==> src/rtl/core/windowed_rms_meter_core_macros.svh <==
// Assertion macros shared by the windowed RMS meter RTL.
// Expects a clock named clock and an active-high reset named reset in scope.
`ifndef WINDOWED_RMS_METER_CORE_MACROS_SVH
`define WINDOWED_RMS_METER_CORE_MACROS_SVH

// Consequent must hold in the same cycle as the antecedent.
`define WRM_ASSERT_SAME(label, ante, cons, msg) \
   label: assert property (@(posedge clock) disable iff (reset) (ante) |-> (cons)) \
      else $error(msg);

// Consequent must hold in the cycle after the antecedent.
`define WRM_ASSERT_NEXT(label, ante, cons, msg) \
   label: assert property (@(posedge clock) disable iff (reset) (ante) |=> (cons)) \
      else $error(msg);

`endif

==> src/rtl/core/wrm_pkg.sv <==
// Shared types and constants of the windowed RMS meter.
// No dependencies.
package wrm_pkg;

   localparam int WINDOW_BITS = 16;
   localparam logic [WINDOW_BITS-1:0] WINDOW_RESET = 16'd4410;

   // CSR word index (byte address bit 2).
   localparam logic [0:0] REG_WINDOW_LENGTH = 1'b0;

   // Input command codes.
   localparam logic CMD_SAMPLE = 1'b0;
   localparam logic CMD_FLUSH  = 1'b1;

   // Job queue between accumulator and divide/sqrt engine.
   localparam int QUEUE_DEPTH = 4;
   localparam int QUEUE_PTR_BITS = $clog2(QUEUE_DEPTH);
   localparam int QUEUE_LVL_BITS = $clog2(QUEUE_DEPTH + 1);

   typedef struct packed {
      logic empty;
      logic full;
      logic two_free;
   } q_stat_type;

   typedef enum logic [1:0] {
      BK_IDLE,
      BK_DIV,
      BK_SQRT,
      BK_OUT
   } back_state_type;

endpackage

==> src/rtl/core/wrm_req_if.sv <==
// Sample/command channel of the windowed RMS meter.
// Valid/ready handshake; no package dependency.
interface wrm_req_if #(
   parameter int SAMPLE_BITS = 16
);
   logic                          valid;
   logic                          ready;
   logic                          command;
   logic signed [SAMPLE_BITS-1:0] sample;

   modport source (output valid, output command, output sample, input ready);
   modport sink   (input valid, input command, input sample, output ready);
endinterface

==> src/rtl/core/wrm_rsp_if.sv <==
// Result channel of the windowed RMS meter.
// Valid/ready handshake; no package dependency.
interface wrm_rsp_if #(
   parameter int SAMPLE_BITS = 16
);
   logic                   valid;
   logic                   ready;
   logic [SAMPLE_BITS-1:0] rms_level;
   logic                   partial_window;

   modport source (output valid, output rms_level, output partial_window, input ready);
   modport sink   (input valid, input rms_level, input partial_window, output ready);
endinterface

==> src/rtl/core/wrm_front.sv <==
// Front end: squares samples and accumulates them per window, queues finished windows.
// Depends on wrm_pkg and wrm_req_if.
module wrm_front #(
   parameter int SAMPLE_BITS = 16,
   parameter int COUNT_BITS  = 16,
   parameter int SUM_BITS    = 2 * SAMPLE_BITS + COUNT_BITS - 2
) (
   input  logic                             clock,
   input  logic                             reset,
   wrm_req_if.sink                          req_ch,
   input  logic [wrm_pkg::WINDOW_BITS-1:0]  window_length,
   input  wrm_pkg::q_stat_type              q_stat,
   output logic                             push,
   output logic [SUM_BITS-1:0]              push_sum,
   output logic [COUNT_BITS-1:0]            push_count,
   output logic                             push_partial
);
   import wrm_pkg::*;

   localparam int SQ_BITS = 2 * SAMPLE_BITS - 1;
   localparam logic [31:0] COUNT_MAX32 = (32'd1 << COUNT_BITS) - 32'd1;

   // stage A: squared sample
   logic                   a_valid_ff, a_valid_in;
   logic                   a_flush_ff;
   logic [SQ_BITS-1:0]     a_square_ff;
   // stage B: window state
   logic [SUM_BITS-1:0]    sum_ff, sum_in;
   logic [COUNT_BITS-1:0]  count_ff, count_in;

   logic                   accept;
   logic [SAMPLE_BITS-1:0] mag;
   logic [2*SAMPLE_BITS-1:0] prod;
   logic [31:0]            win_wide;
   logic [COUNT_BITS-1:0]  win_eff;
   logic [SUM_BITS-1:0]    sum_add;
   logic [COUNT_BITS-1:0]  count_add;

   // a new item may emit one job; keep a slot for the one in stage A
   assign req_ch.ready = a_valid_ff ? q_stat.two_free : !q_stat.full;
   assign accept       = req_ch.valid && req_ch.ready;
   assign a_valid_in   = accept;

   // magnitude as unsigned; full-scale negative maps to 2^(N-1)
   assign mag  = req_ch.sample[SAMPLE_BITS-1] ? (~req_ch.sample + 1'b1) : req_ch.sample;
   assign prod = {{SAMPLE_BITS{1'b0}}, mag} * {{SAMPLE_BITS{1'b0}}, mag};

   // zero window means one; clamp to what the counter holds
   always_comb begin
      win_wide = {{(32 - WINDOW_BITS){1'b0}}, window_length};
      if (win_wide == 32'd0) begin
         win_wide = 32'd1;
      end
      if (win_wide > COUNT_MAX32) begin
         win_wide = COUNT_MAX32;
      end
      win_eff = win_wide[COUNT_BITS-1:0];
   end

   assign sum_add   = sum_ff + {{(SUM_BITS - SQ_BITS){1'b0}}, a_square_ff};
   assign count_add = count_ff + {{(COUNT_BITS - 1){1'b0}}, 1'b1};

   always_comb begin
      push         = 1'b0;
      push_sum     = sum_add;
      push_count   = count_add;
      push_partial = 1'b0;
      sum_in       = sum_ff;
      count_in     = count_ff;
      if (a_valid_ff) begin
         if (a_flush_ff) begin
            push         = (count_ff != '0);
            push_sum     = sum_ff;
            push_count   = count_ff;
            push_partial = 1'b1;
         end else begin
            push     = (count_add >= win_eff);
            sum_in   = sum_add;
            count_in = count_add;
         end
         if (push) begin
            sum_in   = '0;
            count_in = '0;
         end
      end
   end

   always_ff @(posedge clock) begin
      if (reset) begin
         a_valid_ff <= 1'b0;
         sum_ff     <= '0;
         count_ff   <= '0;
      end else begin
         a_valid_ff <= a_valid_in;
         sum_ff     <= sum_in;
         count_ff   <= count_in;
      end
   end

   always_ff @(posedge clock) begin
      if (accept) begin
         a_flush_ff  <= (req_ch.command == CMD_FLUSH);
         a_square_ff <= prod[SQ_BITS-1:0];
      end
   end

endmodule

==> src/rtl/core/wrm_fifo.sv <==
// Short job queue between the accumulator and the divide/sqrt engine.
// Depends on wrm_pkg and the assertion macro header.
`include "windowed_rms_meter_core_macros.svh"
module wrm_fifo #(
   parameter int WIDTH = 63
) (
   input  logic                clock,
   input  logic                reset,
   input  logic                push,
   input  logic [WIDTH-1:0]    push_data,
   input  logic                pop,
   output logic [WIDTH-1:0]    pop_data,
   output wrm_pkg::q_stat_type stat
);
   import wrm_pkg::*;

   logic [WIDTH-1:0]          slot_ff [QUEUE_DEPTH];
   logic [QUEUE_PTR_BITS-1:0] wr_ptr_ff, rd_ptr_ff;
   logic [QUEUE_LVL_BITS-1:0] level_ff, level_in;

   assign stat.empty    = (level_ff == '0);
   assign stat.full     = (level_ff == QUEUE_LVL_BITS'(QUEUE_DEPTH));
   assign stat.two_free = (level_ff <= QUEUE_LVL_BITS'(QUEUE_DEPTH - 2));
   assign pop_data      = slot_ff[rd_ptr_ff];

   always_comb begin
      level_in = level_ff;
      if (push && !pop) begin
         level_in = level_ff + 1'b1;
      end else if (pop && !push) begin
         level_in = level_ff - 1'b1;
      end
   end

   always_ff @(posedge clock) begin
      if (reset) begin
         wr_ptr_ff <= '0;
         rd_ptr_ff <= '0;
         level_ff  <= '0;
      end else begin
         level_ff <= level_in;
         if (push) begin
            wr_ptr_ff <= wr_ptr_ff + 1'b1;
         end
         if (pop) begin
            rd_ptr_ff <= rd_ptr_ff + 1'b1;
         end
      end
   end

   always_ff @(posedge clock) begin
      if (push) begin
         slot_ff[wr_ptr_ff] <= push_data;
      end
   end

   `WRM_ASSERT_SAME(a_no_overflow, push, !stat.full, "job pushed into full queue")
   `WRM_ASSERT_SAME(a_no_underflow, pop, !stat.empty, "job popped from empty queue")
   `WRM_ASSERT_NEXT(a_level_up, push && !pop, level_ff == $past(level_ff) + 1'b1, "queue level did not grow")

endmodule

==> src/rtl/core/wrm_back.sv <==
// Back end: restoring divide of sum by count, then digit-by-digit square root.
// Depends on wrm_pkg, wrm_rsp_if and the assertion macro header.
`include "windowed_rms_meter_core_macros.svh"
module wrm_back #(
   parameter int SAMPLE_BITS = 16,
   parameter int COUNT_BITS  = 16,
   parameter int SUM_BITS    = 2 * SAMPLE_BITS + COUNT_BITS - 2
) (
   input  logic                  clock,
   input  logic                  reset,
   input  wrm_pkg::q_stat_type   q_stat,
   input  logic [SUM_BITS-1:0]   job_sum,
   input  logic [COUNT_BITS-1:0] job_count,
   input  logic                  job_partial,
   output logic                  pop,
   wrm_rsp_if.source             rsp_ch
);
   import wrm_pkg::*;

   localparam int STEP_BITS = $clog2(SUM_BITS);
   localparam int MW = 2 * SAMPLE_BITS;
   localparam logic [SAMPLE_BITS-1:0] ROOT_MAX = {1'b1, {(SAMPLE_BITS - 1){1'b0}}};

   back_state_type          state_ff, state_in;
   logic [STEP_BITS-1:0]    step_ff;
   logic [SUM_BITS-1:0]     work_ff, div_work_in;    // dividend/quotient, then radicand
   logic [COUNT_BITS-1:0]   div_ff;
   logic [COUNT_BITS-1:0]   rem_ff, rem_in;
   logic [SAMPLE_BITS-1:0]  root_ff, root_in;
   logic [SAMPLE_BITS:0]    sr_ff, sr_in;
   logic                    part_ff;

   logic [COUNT_BITS:0]     div_cat, div_diff;
   logic                    div_ge;
   logic [SAMPLE_BITS+2:0]  sq_cat, sq_trial, sq_diff;
   logic                    sq_ge;

   // one quotient bit per cycle
   assign div_cat     = {rem_ff, work_ff[SUM_BITS-1]};
   assign div_diff    = div_cat - {1'b0, div_ff};
   assign div_ge      = (div_cat >= {1'b0, div_ff});
   assign rem_in      = div_ge ? div_diff[COUNT_BITS-1:0] : div_cat[COUNT_BITS-1:0];
   assign div_work_in = {work_ff[SUM_BITS-2:0], div_ge};

   // one root bit per cycle from the top two radicand bits
   assign sq_cat   = {sr_ff, work_ff[MW-1:MW-2]};
   assign sq_trial = {1'b0, root_ff, 2'b01};
   assign sq_diff  = sq_cat - sq_trial;
   assign sq_ge    = (sq_cat >= sq_trial);
   assign sr_in    = sq_ge ? sq_diff[SAMPLE_BITS:0] : sq_cat[SAMPLE_BITS:0];
   assign root_in  = {root_ff[SAMPLE_BITS-2:0], sq_ge};

   always_comb begin
      state_in = state_ff;
      case (state_ff)
         BK_IDLE: begin
            if (!q_stat.empty) begin
               state_in = BK_DIV;
            end
         end
         BK_DIV: begin
            if (step_ff == '0) begin
               state_in = BK_SQRT;
            end
         end
         BK_SQRT: begin
            if (step_ff == '0) begin
               state_in = BK_OUT;
            end
         end
         BK_OUT: begin
            if (rsp_ch.ready) begin
               state_in = BK_IDLE;
            end
         end
         default: begin
            state_in = BK_IDLE;
         end
      endcase
   end

   always_comb begin
      pop          = 1'b0;
      rsp_ch.valid = 1'b0;
      case (state_ff)
         BK_IDLE: begin
            pop = !q_stat.empty;
         end
         BK_OUT: begin
            rsp_ch.valid = 1'b1;
         end
         default: begin
            pop          = 1'b0;
            rsp_ch.valid = 1'b0;
         end
      endcase
   end

   assign rsp_ch.rms_level      = root_ff;
   assign rsp_ch.partial_window = part_ff;

   always_ff @(posedge clock) begin
      if (reset) begin
         state_ff <= BK_IDLE;
      end else begin
         state_ff <= state_in;
      end
   end

   always_ff @(posedge clock) begin
      case (state_ff)
         BK_IDLE: begin
            if (pop) begin
               work_ff <= job_sum;
               div_ff  <= job_count;
               part_ff <= job_partial;
               rem_ff  <= '0;
               step_ff <= STEP_BITS'(SUM_BITS - 1);
            end
         end
         BK_DIV: begin
            work_ff <= div_work_in;
            rem_ff  <= rem_in;
            if (step_ff == '0) begin
               step_ff <= STEP_BITS'(SAMPLE_BITS - 1);
               root_ff <= '0;
               sr_ff   <= '0;
            end else begin
               step_ff <= step_ff - 1'b1;
            end
         end
         BK_SQRT: begin
            work_ff <= {work_ff[SUM_BITS-3:0], 2'b00};
            root_ff <= root_in;
            sr_ff   <= sr_in;
            step_ff <= step_ff - 1'b1;
         end
         default: begin
            part_ff <= part_ff;
         end
      endcase
   end

   `WRM_ASSERT_SAME(a_root_range, rsp_ch.valid, rsp_ch.rms_level <= ROOT_MAX, "root above full scale")
   `WRM_ASSERT_NEXT(a_div_done, state_ff == BK_DIV && step_ff == '0, state_ff == BK_SQRT,
      "divide did not hand over to sqrt")
   `WRM_ASSERT_SAME(a_mean_fits, state_ff == BK_SQRT && $past(state_ff) == BK_DIV,
      work_ff[SUM_BITS-1:MW-1] == '0, "mean wider than a full-scale square")

endmodule

==> src/rtl/core/windowed_rms_meter_core.sv <==
// Windowed RMS meter, top level: CSR block, accumulator front end, job queue, root engine.
// Depends on wrm_pkg, wrm_req_if, wrm_rsp_if, wrm_front, wrm_fifo and wrm_back.
//
// Usage:
//  - req_ch carries signed samples (command = sample) or an end-of-stream flush.
//    One transfer per cycle is taken while the job queue has room.
//  - After window_length samples a result transfer on rsp_ch gives
//    floor(sqrt(sum of squares / count)); a flush of a non-empty window gives the
//    same for the partial window with partial_window set; an empty flush gives nothing.
//  - From the closing sample to rsp_ch.valid the result passes the stage-A register,
//    the queue write and a queue pop, then the divider (one bit per cycle) and
//    the square-root unit (one bit per cycle).
//  - The root engine takes a new job only after its last result has left rsp_ch;
//    short windows then fill the 4-entry queue and req_ch.ready drops.
//  - A stalled rsp_ch holds the result; samples keep being accumulated until
//    the queue fills.
//  - Reset clears the window state and the queue and sets window_length to 4410.
//  - window_length lives at byte address 0 of the APB port; a zero length acts as one.
module windowed_rms_meter_core #(
   parameter int SAMPLE_BITS = 16,
   parameter int COUNT_BITS  = 16
) (
   input  logic        clock,
   input  logic        reset,
   wrm_req_if.sink     req_ch,
   wrm_rsp_if.source   rsp_ch,
   input  logic        psel,
   input  logic        penable,
   input  logic        pwrite,
   input  logic [2:0]  paddr,
   input  logic [31:0] pwdata,
   output logic [31:0] prdata,
   output logic        pready
);
   import wrm_pkg::*;

   localparam int SUM_BITS = 2 * SAMPLE_BITS + COUNT_BITS - 2;
   localparam int JOB_BITS = SUM_BITS + COUNT_BITS + 1;

   logic [WINDOW_BITS-1:0] window_ff;
   logic                   csr_wr;

   q_stat_type             q_stat;
   logic                   push, pop;
   logic [SUM_BITS-1:0]    push_sum, job_sum;
   logic [COUNT_BITS-1:0]  push_count, job_count;
   logic                   push_partial, job_partial;
   logic [JOB_BITS-1:0]    job_data;

   // CSR: zero-wait writes at the access phase
   assign pready = 1'b1;
   assign csr_wr = psel && penable && pwrite && (paddr[2:2] == REG_WINDOW_LENGTH);
   assign prdata = (paddr[2:2] == REG_WINDOW_LENGTH) ?
                   {{(32 - WINDOW_BITS){1'b0}}, window_ff} : 32'd0;

   always_ff @(posedge clock) begin
      if (reset) begin
         window_ff <= WINDOW_RESET;
      end else if (csr_wr) begin
         window_ff <= pwdata[WINDOW_BITS-1:0];
      end
   end

   // squaring and window accumulation
   wrm_front #(
      .SAMPLE_BITS (SAMPLE_BITS),
      .COUNT_BITS  (COUNT_BITS),
      .SUM_BITS    (SUM_BITS)
   ) u_front (
      .clock         (clock),
      .reset         (reset),
      .req_ch        (req_ch),
      .window_length (window_ff),
      .q_stat        (q_stat),
      .push          (push),
      .push_sum      (push_sum),
      .push_count    (push_count),
      .push_partial  (push_partial)
   );

   // finished windows wait here for the root engine
   wrm_fifo #(
      .WIDTH (JOB_BITS)
   ) u_fifo (
      .clock     (clock),
      .reset     (reset),
      .push      (push),
      .push_data ({push_partial, push_count, push_sum}),
      .pop       (pop),
      .pop_data  (job_data),
      .stat      (q_stat)
   );

   assign job_sum     = job_data[SUM_BITS-1:0];
   assign job_count   = job_data[SUM_BITS+COUNT_BITS-1:SUM_BITS];
   assign job_partial = job_data[JOB_BITS-1];

   // mean and square root, one result register toward rsp_ch
   wrm_back #(
      .SAMPLE_BITS (SAMPLE_BITS),
      .COUNT_BITS  (COUNT_BITS),
      .SUM_BITS    (SUM_BITS)
   ) u_back (
      .clock       (clock),
      .reset       (reset),
      .q_stat      (q_stat),
      .job_sum     (job_sum),
      .job_count   (job_count),
      .job_partial (job_partial),
      .pop         (pop),
      .rsp_ch      (rsp_ch)
   );

endmodule
==> src/flat_wrapper.sv <==
// flat-port wrapper written by rule: the top's interface ports become plain ports
module windowed_rms_meter_core_flat import wrm_pkg::*;
#(
   parameter int SAMPLE_BITS = 16,
   parameter int COUNT_BITS  = 16
)
  (clock, reset, psel, penable, pwrite, paddr, pwdata, prdata, pready, req_ch_valid, req_ch_command, req_ch_sample, req_ch_ready, rsp_ch_valid, rsp_ch_rms_level, rsp_ch_partial_window, rsp_ch_ready);
  wrm_req_if #(.SAMPLE_BITS(SAMPLE_BITS)) req_ch_i ();
  wrm_rsp_if #(.SAMPLE_BITS(SAMPLE_BITS)) rsp_ch_i ();
  input  logic clock;
  input  logic reset;
  input  logic psel;
  input  logic penable;
  input  logic pwrite;
  input  logic [2:0] paddr;
  input  logic [31:0] pwdata;
  output logic [31:0] prdata;
  output logic pready;
  input wire logic [$bits(req_ch_i.valid)-1:0] req_ch_valid;
  input wire logic [$bits(req_ch_i.command)-1:0] req_ch_command;
  input wire logic [$bits(req_ch_i.sample)-1:0] req_ch_sample;
  output wire logic [$bits(req_ch_i.ready)-1:0] req_ch_ready;
  output wire logic [$bits(rsp_ch_i.valid)-1:0] rsp_ch_valid;
  output wire logic [$bits(rsp_ch_i.rms_level)-1:0] rsp_ch_rms_level;
  output wire logic [$bits(rsp_ch_i.partial_window)-1:0] rsp_ch_partial_window;
  input wire logic [$bits(rsp_ch_i.ready)-1:0] rsp_ch_ready;
  assign req_ch_i.valid = req_ch_valid;
  assign req_ch_i.command = req_ch_command;
  assign req_ch_i.sample = req_ch_sample;
  assign req_ch_ready = req_ch_i.ready;
  assign rsp_ch_valid = rsp_ch_i.valid;
  assign rsp_ch_rms_level = rsp_ch_i.rms_level;
  assign rsp_ch_partial_window = rsp_ch_i.partial_window;
  assign rsp_ch_i.ready = rsp_ch_ready;
  windowed_rms_meter_core #(.SAMPLE_BITS(SAMPLE_BITS), .COUNT_BITS(COUNT_BITS)) u_core (.clock(clock), .reset(reset), .req_ch(req_ch_i), .rsp_ch(rsp_ch_i), .psel(psel), .penable(penable), .pwrite(pwrite), .paddr(paddr), .pwdata(pwdata), .prdata(prdata), .pready(pready));
endmodule
==> config.mk <==
export PLATFORM = sky130hd
export DESIGN_NAME = windowed_rms_meter_core_flat
export DESIGN_NICKNAME = d
export VERILOG_FILES = /design/src/rtl/core/wrm_pkg.sv /design/src/rtl/core/wrm_req_if.sv /design/src/rtl/core/wrm_rsp_if.sv /design/src/rtl/core/wrm_front.sv /design/src/rtl/core/wrm_fifo.sv /design/src/rtl/core/wrm_back.sv /design/src/rtl/core/windowed_rms_meter_core.sv /design/src/flat_wrapper.sv
export VERILOG_INCLUDE_DIRS = /design/src /design/src/rtl/core
export SDC_FILE = /design/constraint.sdc
export NUM_CORES = 1
export LEC_CHECK = 0
export BUFFER_PORTS_ARGS = -buffer_cell sky130_fd_sc_hd__buf_4
export CORE_ASPECT_RATIO = 1.5
export CORE_MARGIN = 2
export CORE_UTILIZATION = 50
export DETAILED_ROUTE_END_ITERATION = 6
export PLACE_DENSITY = 0.7
export SKIP_CTS_REPAIR_TIMING = 1
export SYNTH_ARGS = -nofsm -noshare
export SYNTH_HDL_FRONTEND = slang
export SYNTH_SLANG_ARGS = --single-unit
==> constraint.sdc <==
create_clock -name clock -period 10.7 [get_ports clock]
set_clock_uncertainty 0.2 [all_clocks]
set_input_delay 1.07 -clock clock [delete_from_list [all_inputs] [get_ports clock]]
set_output_delay 1.07 -clock clock [all_outputs]
set_load 0.01 [all_outputs]
; Word-level counts from Yosys, hierarchy flattened
; Memory sizes are Yosys's and may differ from the RTL's. A register that Yosys moved wholly into a read port is not among the register bits.
; Cells that the tools add are included.
[op_classes]
addsub = 10
multipliers = 1
n_div = 0
order_cmp = 5
eq_ne = 9
n_shift = 0
muxes = 42
bitwise = 2
reduce_logical = 24
[ops]
columns = op, n
row1 = $mux 46, 4
row2 = $mux 16, 10
row3 = $pmux 46 s3, 1
row4 = $pmux 16 s2, 2
row5 = $add 46x31->46, 1
row6 = $mux 17, 2
row7 = $pmux 17 s2, 1
row8 = $add 16x1->16 const B, 2
row9 = $gt 32x16->1 const B, 1
row10 = $mul 16x16->31, 1
row11 = $ge 19x18->1, 1
row12 = $pmux 6 s3, 1
row13 = $ge 17x16->1, 1
row14 = $sub 17x17->17, 1
row15 = $ge 16x16->1, 1
row16 = $logic_not 16->1, 1
row17 = $not 16->16, 1
row18 = $reduce_bool 16->1, 1
row19 = $sub 16x16->16, 1
row20 = $mux 2, 6
row21 = $mux 6, 2
row22 = $mux 1, 10
row23 = $ne 2x2->1 const B, 4
row24 = $pmux 2 s4, 1
row25 = 20 further kinds, 36
[totals]
ff_bits = 238
latchBits = 0
ramBits = 252
mem_bits_ro = 0
out_inout_bits = 52
elab_cells = 111
n_memories = 1
[mem_list]
columns = memory, words, word_bits, read_ports, rd_ports_with_merged_regs, write_ports, line_no
row1 = u_core.u_fifo.slot_ff, 4, 63, 1, 1, 1, wrm_fifo.sv:17  ; logic [WIDTH-1:0] slot_ff [QUEUE_DEPTH];

; Depth between registers and ports, before layout
; Gate-level depths: netlist (run 1).
[logic_depth]
word_depth = 12
ltp_mapped = 30
mapped_depth_nobuf = 29

; By module
; Synthesis (run 1) repeated with hierarchy kept, for this count alone.
[hier_totals]
cells_unflattened = 2812
hier_area_um2 = 31612.8
[modules_own_cells]
columns = module, n_inst, cells_each, area_each_um2
row1 = wrm_front, 1, 1670, 14014.7
row2 = wrm_fifo, 1, 374, 9596.7
row3 = wrm_back, 1, 662, 7044.3
row4 = windowed_rms_meter_core, 1, 106, 957.2

; Worst setup path after synthesis (run 1)
; OpenSTA, ideal clock, no wires.
[synth_timing]
path_type = input -> register
start = input req_ch_sample[0]
end = register u_core.u_front.a_square_ff[27] (data pin)
setup_time_ns = 0.262
t_arrival_ns = 8.080
t_required_ns = 10.238
path_slack_ns = 2.158
cell_stages = 27
path_cell_list = inv_2 > clkbuf_1 > ha_1 > nand2_1 > or3_1 > or3_1 > o21ai_1 > xor2_1 > clkbuf_1 > nor2_1 > fa_1 > fa_1 > fa_1 > fa_1 > fa_1 > inv_1 > fa_1 > inv_1 > ha_1 > nand2_1 > o21ai_0 > a2111oi_0 > o21ai_0 > a211o_1 > a31oi_1 > o21bai_1 > xor2_1
[synth_between]
elab_chain_len = 4
[synth_rtl]
columns = item, line_no
row1 = "start, declared", flat_wrapper.sv:21  ; input wire logic [$bits(req_ch_i.sample)-1:0] req_ch_sample;
row2 = $not 16->16, wrm_front.sv:45  ; assign mag = req_ch.sample[SAMPLE_BITS-1] ? (~req_ch.sample + 1'b1) : req_ch.sample;
row3 = $add 16x1->16, wrm_front.sv:45
row4 = $mux 16 *, wrm_front.sv:45
row5 = $mul 16x16->31 *, wrm_front.sv:46  ; assign prod = {{SAMPLE_BITS{1'b0}}, mag} * {{SAMPLE_BITS{1'b0}}, mag};
row6 = named net u_core.u_front.prod[27], wrm_front.sv:33  ; logic [2*SAMPLE_BITS-1:0] prod;
row7 = "end signal, assigned", wrm_front.sv:103  ; a_square_ff <= prod[SQ_BITS-1:0];
row8 = "end, declared", wrm_front.sv:26  ; logic [SQ_BITS-1:0] a_square_ff;
; Mark *: on every way through the listed nets, which the timed path passes. The rest lies on a longest branch.
; A chain may end at the register's enable or synchronous reset.

; Worst setup path after layout (run 1)
[layout_timing]
start = input req_ch_sample[0]
end = register u_core.u_front.a_square_ff[30] (data pin)
; The elaborated chain is that of the path after synthesis.

==> results of run 1 <==
power by group through the flow:
| stage | Combinational, mW | Clock, mW | Sequential [mW] |
|---|---|---|---|
| 3_3_place_gp | 7.46 | 0 | 3.13 |
| 6_report | 7.67 | 1.67 | 3.10 |
| 5_1_grt | 8.70 | 1.78 | 3.14 |
| 3_5_place_dp | 7.65 | 0 | 3.14 |
| 4_1_cts | 7.71 | 1.71 | 3.10 |
| 2_1_floorplan | 6.07 | 0 | 3.07 |
how the worst max path moves through the flow:
| stage | start | to |
|---|---|---|
| global placement | req_ch_sample[0] | u_core.u_front.a_square_ff[30]$_DFFE_PP_ |
| detailed placement | req_ch_sample[0] | u_core.u_front.a_square_ff[30]$_DFFE_PP_ |
| global route | req_ch_sample[0] | u_core.u_front.a_square_ff[30]$_DFFE_PP_ |
| finish | req_ch_sample[0] | u_core.u_front.a_square_ff[30]$_DFFE_PP_ |
| floorplan | req_ch_sample[0] | u_core.u_front.a_square_ff[27]$_DFFE_PP_ |
| CTS | req_ch_sample[0] | u_core.u_front.a_square_ff[30]$_DFFE_PP_ |
cells by family (layout without fill, tap and decap cells):
family                   Yosys count  after routing  share of synthesized area [%]
buffers and inverters            466            522                           5.86
multiplexers                      94             94                           5.58
flip-flops                       491            491                           44.3
XOR/XNOR                         150            150                           4.20
AO/OA/AOI/OAI                    525            525                           11.0
adder cells (fa/ha/maj)          355            355                           18.2
other                              2             28                         0.0240
AND/OR/NAND/NOR                  751            751                           10.8
flip-flops by register name (all words and copies together) (netlist names), named ones only:
| name | count |
|---|---|
| u_core.u_fifo.slot_ff | 252 |
| u_core.u_back.work_ff | 46 |
| u_core.u_front.sum_ff | 46 |
| u_core.u_front.a_square_ff | 30 |
| u_core.u_back.sr_ff | 17 |
| u_core.u_back.div_ff | 16 |
| u_core.u_back.rem_ff | 16 |
| u_core.u_back.rsp_ch.rms_level | 16 |
| u_core.u_front.count_ff | 16 |
| u_core.window_ff | 16 |
| u_core.u_back.step_ff | 6 |
| u_core.u_fifo.level_ff | 3 |
| u_core.u_back.state_ff | 2 |
| u_core.u_fifo.rd_ptr_ff | 2 |
| u_core.u_fifo.wr_ptr_ff | 2 |
| u_core.u_back.rsp_ch.partial_window | 1 |
| u_core.u_front.a_flush_ff | 1 |
| u_core.u_front.a_valid_ff | 1 |
cell usage after synthesis (35+ instances only):
library cell and number:
a21oi_1 170, xnor2_1 99, fa_1 167, xor2_1 51, clkbuf_1 97, mux4_2 63
inv_1 320, a22oi_1 61, a21o_1 40, ha_1 188, o21ai_0 78, nand2_1 245
nand3_1 35, edfxtp_1 401, dfxtp_1 90, nor3_1 41, nor2_1 273
cell type report:
| class | count | area share (%) |
|---|---|---|
| Sequential cell | 491 | 40.5 |
| Multi-Input combinational cell | 1903 | 46.0 |
| Tap cell | 798 | 2.92 |
| Inverter | 328 | 3.60 |
| Clock buffer | 55 | 3.62 |
| Clock inverter | 29 | 0.926 |
| Timing Repair Buffer | 110 | 2.42 |
per-layer routing:
layer | track usage [%] | wire, um | up-vias
li1 | - | - | 10000
met1 | 22.1 | 24700 | 10500
met2 | 42.8 | 37700 | 550
met3 | 1.81 | 2300 | 181
met4 | 10.1 | 3100 | 0
met5 | 0 | 0 | -
metrics by stage:
stage / worst slack (ns) / instance area, um2 / hold slack, ns
after CTS: 1.83 / 34200 / 0.287
after floorplan: 2.16 / 31400 / 0.245
after global routing: 1.47 / 34200 / 0.307
final: 1.82 / 34200 / 0.295
after detailed placement: 1.25 / 32600 / 0.277
after global placement: 1.35 / 32600 / 0.278
worst register-to-register path: stages (launching register included):
cell and delay [ns]:
dfxtp_1 0.49, ha_1 0.36, nand3_1 0.22, nor3_1 0.70
and3_1 0.30, nand3_1 0.22, nor2_1 0.27, xor2_1 0.38
ha_1 0.20, nand2_1 0.05, o21ai_0 0.25, a41o_1 0.28
nand2_1 0.12, nor2_1 0.62, nand2_1 0.24, clkinv_1 0.25
and2_2 0.73, buf_4 0.58
==> impl_metrics.yaml, run 1 <==
run_status:
  status: "completed"
worst_hold_path:
  min-delay-start: "u_core.u_fifo.wr_ptr_ff[1]$_SDFFE_PP0P_"
  whs_endpoint: "u_core.u_fifo.wr_ptr_ff[1]$_SDFFE_PP0P_"
  whs_path_depth: 2
  hold_class: "reg -> reg"
power:
  power_frac_comb_pct: 61.6
  p_sw_share_pct: 42.9
  leakage_nw: 14.0
  seqPwrFrac_pct: 24.9
  clkPwrFrac_pct: 13.5
  internal_power_mw: 7.11
  p_sw_mw: 5.33
  fin_total_pwr_mw: 12.4
  ir_worst_vdd_v: 0.000393
  powerDensity_mw_per_mm2: 364
timing:
  relSlewSlack_pct: 23.6
  rsz0062_at_grt: "false"
  period_minus_slack_ns: 8.88
  period_share_pct: 83.0
  hold_viol_final: 0
  max_freq_ghz: 0.113
  tns_ns: 0
  finalSetupViolCount: 0
  drv_slew: 0
  tightest_slew_ns: 1.15
layout:
  instances_no_fill: 3714
  final_layout_size_suffix_gt1_share_pct: 10.3
  regArea_mm2: 0.0138
  final_util_pct: 55.1
  layout_commonest_cell: "edfxtp_1"
  nets: 3293
  layout_common_cells: "401 x edfxtp_1, 320 x inv_1, 272 x nor2_1"
  n_antenna_cell: 0
  area_delta_synth_final_pct: 9.35
  fillers: 5225
  multi_input_area_mm2: 0.0157
synthesis:
  yosys_warnings: 0
  synth_top_cell_area_share_pct: 38.5
  yosys_most_used_dff: "edfxtp_1"
  synth.ff_latch_count: 491
  ys_seq_area_share_pct: 44.3
  synth.largest_area_cell: "edfxtp_1"
  synth.distinct_cells: 88
  synth-async-reset-ratio_pct: 0
  synth-edff-count: 401
  syn_area_per_cell_um2: 11.0
  syn-cell-area_mm2: 0.0313
  synthCells: 2834
  synth_top_cells_by_area: "edfxtp_1 39%, fa_1 11%, ha_1 7.5%, dfxtp_1 5.8%, mux4_2 4.5%"
clock_network:
  h-tree-depth: 2
  clock_latency_ns: 0.57
  cts-buffers-inserted: 45
  cts_tree: "yes"
  root_buffer: "clkbuf_16"
  clk_pin_slew_ns: 0.07
  cts_sinks: 491
  clockBufferDepth: 3
global_route:
  grt_max_degree: 101
  grt_pass1_wl_mm: 111
  gr-total-overflow: 0
  grt_pass1_vias: 22600
  grt_use_total_pct: 21.3
  antenna_found_initial: 0
setup_path:
  crit_top_cell: "fa_1"
  critPathLaunchType: "input pin"
  critPathRequiredTime_ns: 10.80
  arrival_ns: 8.98
  rr_startpoint: "u_core.u_front.count_ff[0]$_SDFFE_PP0P_"
  ff2ff_path_depth: 17
  crit_path_max_fanout: 17
  end_kind: "flip-flop"
  rrSetupSlack_ns: 3.84
  critPathKind: "in -> reg"
  path_buf_inv: 8
  cp_slowest_cell: "fa_1"
  path_depth: 29
  slowest_delay_ns: 0.54
  cp_top_family: "adder cells"
  r2r-end: "u_core.u_fifo.slot_ff[0][35]$_DFFE_PP_"
drt:
  drc: 0
  drt-initial-drc-count: 1165
  detail_route.first_pass.iterations: 7
  drt-total-wl_mm: 67.8
  wire_per_inst_um: 18.3
  antenna_left: 0
  vias: 21300
  vias_per_cell: 5.73
flow_run:
  max_cap_violations: 0
die:
  dieHeight_um: 310
  core-area_mm2: 0.0621
  die_x_um: 208
  initial_core_util_pct: 50.4
  dieArea_mm2: 0.0646
  io_pins: 111
  rows: 112
placed_design:
  placed_cells: 3630
  dp_hpwl_mm: 50.0
  port_buffers: 75
  gp_congestion: 0.900
Power figures use the tool's default switching activity.
==> inputs of run 2 (changes only) <==
==> constraint.sdc (replaced) <==
create_clock -name clock -period 8.9 [get_ports clock]
set_clock_uncertainty 0.2 [all_clocks]
set_input_delay 0.89 -clock clock [delete_from_list [all_inputs] [get_ports clock]]
set_output_delay 0.89 -clock clock [all_outputs]
set_load 0.01 [all_outputs]
==> run 2 against run 1 <==
Setup slack got worse by 1.0 ns. Critical endpoint is now u_core.u_front.a_square_ff[28]$_DFFE_PP_. Cell count rose by 0.70%. Register-to-register slack lost 2.0 ns. Largest cell class unchanged.
==> impl_metrics.yaml, run 2 (synthesis gave the netlist of run 1 again) <==
layout:
  largest_registers: "u_core.u_fifo.slot_ff x252, u_core.u_back.work_ff x46, u_core.u_front.sum_ff x46"
  area_delta_synth_final_pct: 9.87
  final_layout_size_suffix_gt1_share_pct: 11.1
  largest_reg_flops: 252
  layout_commonest_cell: "edfxtp_1"
  n_antenna_cell: 0
  nets: 3319
  layout_common_cells: "401 x edfxtp_1, 320 x inv_1, 272 x nor2_1"
  regMostFlops: "u_core.u_fifo.slot_ff"
timing:
  rsz0062_at_grt: "false"
  tns_ns: 0
  drv_slew: 0
  hold_viol_final: 0
  max_freq_ghz: 0.123
  period_share_pct: 91.1
  finalSetupViolCount: 0
  relSlewSlack_pct: 14.6
  tightest_slew_ns: 1.28
  period_minus_slack_ns: 8.11
setup_path:
  critPathRequiredTime_ns: 9.01
  cp_slowest_cell: "fa_1"
  critPathLaunchType: "input pin"
  critPathKind: "in -> reg"
  arrival_ns: 8.22
  end_kind: "flip-flop"
  crit_path_max_fanout: 6
  slowest_delay_ns: 0.52
drt:
  detail_route.first_pass.iterations: 7
  drc: 0
  wire_per_inst_um: 18.3
  antenna_left: 0
  vias_per_cell: 5.69
  drt-total-wl_mm: 68.6
  vias: 21300
  drt-initial-drc-count: 1162
die:
  dieArea_mm2: 0.0646
  die_x_um: 208
  initial_core_util_pct: 50.4
  rows: 112
  core-area_mm2: 0.0621
  dieHeight_um: 310
  io_pins: 111
worst_hold_path:
  hold_class: "in -> reg"
clock_network:
  root_buffer: "clkbuf_16"
  h-tree-depth: 2
  clockBufferDepth: 3
  clock_latency_ns: 0.57
  cts_sinks: 491
  cts_tree: "yes"
  clk_pin_slew_ns: 0.06
  cts-buffers-inserted: 45
run_status:
  status: "completed"
placed_design:
  gp_congestion: 0.946
  dp_hpwl_mm: 50.7
  port_buffers: 75
global_route:
  grt_pass1_vias: 23000
  antenna_found_initial: 0
  grt_pass1_wl_mm: 113
  grt_use_total_pct: 21.5
  gr-total-overflow: 0
  grt_max_degree: 101
flow_run:
  max_cap_violations: 0
[run 2: layout make-up]
type / instances / area, um2
Clock buffer: 52 / 1160
Inverter: 328 / 1230
Multi-Input combinational cell: 1903 / 15700
Timing Repair Buffer: 136 / 1020
Tap cell: 798 / 998
Sequential cell: 491 / 13800
Clock inverter: 32 / 359
Fill cell: 5188 / 27700
[run 2: critical path: cells and delay by family]
kind | cells | cell delay, ns
adders and majority gates | 8 | 3.55
xor gates and xnor gates | 2 | 0.40
and+or+nand+nor | 4 | 0.65
buffers and inverters | 11 | 1.14
AOI/OAI and AO/OA | 6 | 1.57
[run 2: worst paths after layout]
| check | from | end | slack [ns] | cells after the start |
|---|---|---|---|---|
| worst max-delay path | req_ch_sample[0] | u_core.u_front.a_square_ff[28]$_DFFE_PP_ | 0.79 | 31 |
| worst min-delay path | req_ch_command | u_core.u_front.a_flush_ff$_DFFE_PP_ | 0.29 | 1 |
| worst max register to register | u_core.u_front.count_ff[0]$_SDFFE_PP0P_ | u_core.u_fifo.slot_ff[2][33]$_DFFE_PP_ | 1.80 | 17 |
| worst min register to register | u_core.window_ff[13]$_SDFFE_PP0P_ | u_core.window_ff[13]$_SDFFE_PP0P_ | 0.30 | 2 |
[run 2: metrics by stage]
step           cell area (um2)  worst slack [ns]  std cells  utilization, %  hold WS, ns
2_1_floorplan            31400             0.538       2860               -        0.245
3_3_place_gp             32800             0.262       3656            52.9        0.274
3_5_place_dp             32800             0.124       3656            52.9        0.283
4_1_cts                  34300             0.714       3740            55.3        0.270
5_1_grt                  34300             0.333       3740            55.3        0.285
6_report                 34300             0.788       3740            55.3        0.294
[run 2: metal layers]
| metal | vias up | GRT usage (%) | wire length, um |
|---|---|---|---|
| met5 | - | 0 | 0 |
| met1 | 10400 | 22.5 | 25000 |
| li1 | 10100 | - | - |
| met4 | 0 | 10.7 | 3220 |
| met2 | 569 | 42.9 | 38000 |
| met3 | 200 | 1.83 | 2330 |
Power of run 2 is left out: the tool's default activity adds up to more than one toggle a clock period on the data nets, which glitch-free logic cannot reach.
